[config.mk]
export PLATFORM = sky130hd
export DESIGN_NAME = ert_ctrl
export DESIGN_NICKNAME = d
export VERILOG_FILES = /design/src/hdl/ert_pkg.sv /design/src/hdl/ert_ctrl.sv
export SDC_FILE = /design/constraint.sdc
export NUM_CORES = 1
export LEC_CHECK = 0
export ABC_AREA = 0
export BUFFER_PORTS_ARGS = -buffer_cell sky130_fd_sc_hd__buf_2
export CAP_MARGIN = 20
export CORE_AREA = 2 2 39 41
export CTS_CLUSTER_DIAMETER = 150
export DETAILED_ROUTE_END_ITERATION = 12
export DIE_AREA = 0 0 41 43
export PLACE_DENSITY = 0.5
export SLEW_MARGIN = 20
export SYNTH_ARGS = -nofsm -noshare
export SYNTH_HDL_FRONTEND = slang
export SYNTH_SLANG_ARGS = --single-unit
export TNS_END_PERCENT = 100
[constraint.sdc]
create_clock -name clock -period 1.05 [get_ports clock]
set_input_delay 0.21 -clock clock [delete_from_list [all_inputs] [get_ports clock]]
set_output_delay 0.21 -clock clock [all_outputs]
set_load 0.01 [all_outputs]
[src/hdl/ert_pkg.sv]
// shared constants and types for the expiring ring table
package ert_pkg;
   localparam int RING_DEPTH_DEFAULT = 32;
   localparam logic [1:0] CMD_RECORD  = 2'd0;
   localparam logic [1:0] CMD_EXPIRE  = 2'd1;
   localparam logic [1:0] CMD_RESOLVE = 2'd2;
   localparam logic [1:0] CMD_QUERY   = 2'd3;
   localparam logic [1:0] ST_ACTIVE   = 2'd1;
   localparam logic [1:0] ST_EXPIRED  = 2'd2;
   localparam logic [1:0] ST_RESOLVED = 2'd3;
   localparam logic [9:0]  SCORE_MAX  = 10'd1000;
   localparam logic [15:0] TOPIC_NONE = 16'hFFFF;
   localparam logic [31:0] U32_MAX    = 32'hFFFF_FFFF;

   typedef struct packed {
      logic [1:0]  cmd;
      logic [31:0] actor;
      logic [15:0] topic;
      logic [15:0] speech_act;
      logic [15:0] urgency_in;
      logic [15:0] shame_in;
      logic [15:0] avoidance_in;
      logic [31:0] created_at;
      logic [31:0] expires_at;
      logic [31:0] now_turn;
      logic [1:0]  query_status;
   } req_type;

   typedef struct packed {
      logic [5:0]  changed_count;
      logic [5:0]  status_count;
      logic [5:0]  active_count;
      logic        latest_found;
      logic [31:0] latest_id;
      logic [31:0] latest_actor;
      logic [15:0] latest_topic;
      logic [15:0] latest_speech_act;
      logic [9:0]  latest_urgency;
      logic [31:0] latest_expiry;
      logic [31:0] records_total;
   } rsp_type;

   // controller to datapath
   typedef struct packed {
      logic load;      // capture request
      logic record;    // write new entry
      logic scan_fwd;  // apply command at scan slot
      logic scan_cnt;  // count/search at scan slot
      logic clear;     // clear accumulators
      logic finish;    // latch result
   } ctl_type;

   // datapath to controller
   typedef struct packed {
      logic do_record;
      logic do_update;
      logic scan_last;
      logic empty;
   } sts_type;

   function automatic logic [9:0] sat_score(logic [15:0] v);
      return (v > 16'(SCORE_MAX)) ? SCORE_MAX : v[9:0];
   endfunction
endpackage

[src/hdl/ert_ctrl.sv]
// controller state machine for the ring table
module ert_ctrl (
   input  logic             clock,
   input  logic             reset,
   input  logic             in_valid,
   output logic             in_ready,
   output logic             out_valid,
   input  logic             out_ready,
   input  ert_pkg::sts_type sts,
   output ert_pkg::ctl_type ctl
);
   localparam logic [2:0] S_IDLE = 3'd0;
   localparam logic [2:0] S_DISP = 3'd1;
   localparam logic [2:0] S_UPD  = 3'd2;
   localparam logic [2:0] S_CNT  = 3'd3;
   localparam logic [2:0] S_DONE = 3'd4;

   logic [2:0] state_ff, state_in;
   logic       valid_ff, valid_in;

   assign in_ready  = (state_ff == S_IDLE);
   assign out_valid = valid_ff;

   // next state and commands
   always_comb begin
      state_in = state_ff;
      ctl      = '0;
      unique case (state_ff)
         S_IDLE: begin
            if (in_valid && in_ready) begin
               ctl.load = 1'b1;
               state_in = S_DISP;
            end
         end
         S_DISP: begin
            ctl.clear = 1'b1;
            ctl.record = sts.do_record;
            if (sts.empty) state_in = S_DONE;
            else if (sts.do_update) state_in = S_UPD;
            else state_in = S_CNT;
         end
         S_UPD: begin
            ctl.scan_fwd = 1'b1;
            if (sts.scan_last) state_in = S_CNT;
         end
         S_CNT: begin
            ctl.scan_cnt = 1'b1;
            if (sts.scan_last) state_in = S_DONE;
         end
         S_DONE: begin
            // hold until the result register is free
            if (!valid_ff || out_ready) begin
               ctl.finish = 1'b1;
               state_in = S_IDLE;
            end
         end
         default: state_in = S_IDLE;
      endcase
   end

   // result valid flag
   always_comb begin
      valid_in = valid_ff;
      if (out_ready) valid_in = 1'b0;
      if (ctl.finish) valid_in = 1'b1;
   end

   always_ff @(posedge clock) begin
      if (reset) begin
         state_ff <= S_IDLE;
         valid_ff <= 1'b0;
      end else begin
         state_ff <= state_in;
         valid_ff <= valid_in;
      end
   end
endmodule

==> results.json <==
{
  "fin_nets": 70,
  "finalInstanceArea_um2": 531,
  "max-slew-margin-rel_pct": 86.3,
  "arrival_ps": 1140,
  "layout.cells.non_filler": 77,
  "grt_pass1_vias": 306,
  "ys_ff_latch": 4,
  "final_common_cell": "buf_2",
  "path_class": "flip-flop to primary output",
  "synth_area_um2": 274,
  "rsz0062_at_grt": "true",
  "clk_latency_ps": 230,
  "row_count": 14,
  "drv_cap": 0,
  "via_per_inst": 4.36,
  "clock_sinks": 4,
  "vias": 336,
  "syn_inst": 35,
  "initial_core_util_pct": 19.8,
  "violations": "setup timing",
  "track_usage_pct": 10.2,
  "yosys_warnings": 0,
  "post-place-ws_ps": -84.5,
  "fp.dieW_um": 41,
  "post-route-min-period_ps": 1350,
  "io_pins": 16,
  "synth_nets": 43,
  "dieArea_um2": 1760,
  "leakagePower_nw": 0.250,
  "synth_top_family_by_area": "simple AND/OR/NAND/NOR gates",
  "finalPower_uw": 663,
  "final_cell_mix": "buf_2 (13), buf_4 (7), nor2_1 (5), buf_6 (5)",
  "vdd_ir_drop_max_mv": 0.610,
  "syn_avg_cell_area_um2": 7.83,
  "first_pass_iters": 4,
  "coreArea_um2": 1380,
  "synth_compound_area_share_pct": 18.3,
  "cts_buffer_depth": 2,
  "finalSetupViolCount": 9,
  "hold_viol_final": 0,
  "slew_violations": 0,
  "synth_fa_ha_area_share_pct": 0,
  "diodes": 0,
  "wire_per_inst_um": 10.3,
  "cts.root.buffer_cell": "clkbuf_4",
  "initialDrtViolationCount": 3,
  "required_ps": 840,
  "max_freq_mhz": 742,
  "final_layout_size_suffix_gt1_share_pct": 72.1,
  "setup_ws_ps": -299,
  "worstSetupStartpointType": "flip-flop",
  "clk_pin_slew_ps": 40,
  "cp_max_fo": 4,
  "drtAntennaViolNets": 0,
  "grt_max_degree": 13,
  "ys_seq_area_share_pct": 29.2,
  "post-route-drc-count": 0,
  "status": "complete, but fails checks",
  "wl_um": 796,
  "hold_slack_ps": 228,
  "synth-simple-area-share_pct": 43.8,
  "antenna_found_initial": 0,
  "gp_congestion": 0.746,
  "cp-end-kind": "primary output",
  "hold_buffers": 0,
  "synth_xor_xnor_area_share_pct": 0,
  "postPlaceCellArea_um2": 410,
  "grt-ovfl-total": 0,
  "syn_to_final_growth_pct": 93.6,
  "nFillCells": 148,
  "numCtsBuffers": 3,
  "htreeDepth": 1,
  "cts_tree": "done",
  "dp.cells": 69,
  "skew_ps": 1.30,
  "synthMuxAreaShare_pct": 0,
  "post-route-period-util_pct": 128,
  "powerDensity_nw_per_um2": 1250,
  "numPortBuffers": 15,
  "worstMarginPinSlew_ps": 205,
  "post-dp-hpwl_um": 528,
  "synth_cell_types": 22,
  "dieHeight_um": 43,
  "min_path_type": "input port to flip-flop",
  "grt_first_pass_wirelength_um": 1170
}
-- sequential cells by signal, summed over array words and instances, names as in the netlist --
name / flops
state_ff: 3
out_valid: 1
-- final cells by class --
cell class                 count  area, um2  share of cell area [%]
clock buffer                   4       26.3                    4.95
tap                           16       20.0                    3.77
timing repair buffer          25        174                    32.8
sequential                     4       91.3                    17.2
multi-input combinational     28        219                    41.3
-- where the power goes --
part,internal [mW],total [mW],switching (mW)
registers,0.166,0.190,0.0246
logic,0.153,0.262,0.109
clock network,0.143,0.211,0.0679
-- worst max-delay path: stages (launching register included) --
cell,delay [ps]
dfxtp_4,350
nor2b_4,130
and2b_2,190
and2_4,130
buf_6,110
-- layer usage --
layer | wire (um) | track usage [%] | share of wire (%) | up-vias
met5 | 0 | 0 | 0 | -
li1 | - | - | - | 174
met4 | 0 | 4.00 | 0 | 0
met2 | 441 | 16.3 | 55 | 8
met3 | 34 | 4.71 | 4.3 | 0
met1 | 320 | 11.0 | 40 | 154
-- cells in the mapped netlist --
cell      number  area (um2)
buf_6          1        11.3
and2b_1        1        7.51
o21ai_0        1        5.00
a211oi_1       1        7.51
nor2_1         5        18.8
nand3_1        3        15.0
buf_2          1        5.00
nor3_1         2        10.0
buf_4          1        7.51
nand2_1        2        7.51
nor2b_1        1        6.26
or3_1          1        6.26
o31ai_2        1        12.5
and2_2         1        7.51
a21oi_1        2        10.0
and2_1         2        12.5
a22oi_1        1        7.51
nor3b_1        1        7.51
o31ai_1        1        7.51
nor2b_4        1        13.8
or2b_1         1        7.51
dfxtp_1        4        80.1
-- logic make-up (layout without fill, tap and decap cells) --
logic type | Yosys count | in the layout
and+or+nand+nor | 21 | 21
buffers and inverters | 3 | 29
AOI/OAI and AO/OA | 7 | 7
DFF | 4 | 4
-- worst paths after layout --
check        cells after the start   startpoint     endpoint  slack [ps]
max                              4  state_ff[0]       ctl[4]        -300
min                              2        reset  state_ff[2]         230
max reg2reg                      4  state_ff[0]  state_ff[2]         -80
min reg2reg                      2  state_ff[1]  state_ff[0]         590
-- per-stage QoR --
| stage | util (%) | setup TNS, ps |
|---|---|---|
| after detailed placement | 29.7 | -189 |
| after global placement | 29.7 | -187 |
| after CTS | 36.5 | -1780 |
| final | 38.3 | -1700 |
| after floorplan | - | -15.0 |
| after global routing | 38.3 | -2190 |
-- repair_timing --
action,4_1_cts,5_1_grt
pin swaps,5,5
setup endpoints to repair,8,9
setup buffers,3,2
gates resized for setup,12,5
No activity file was read; power rests on OpenSTA's default activity.
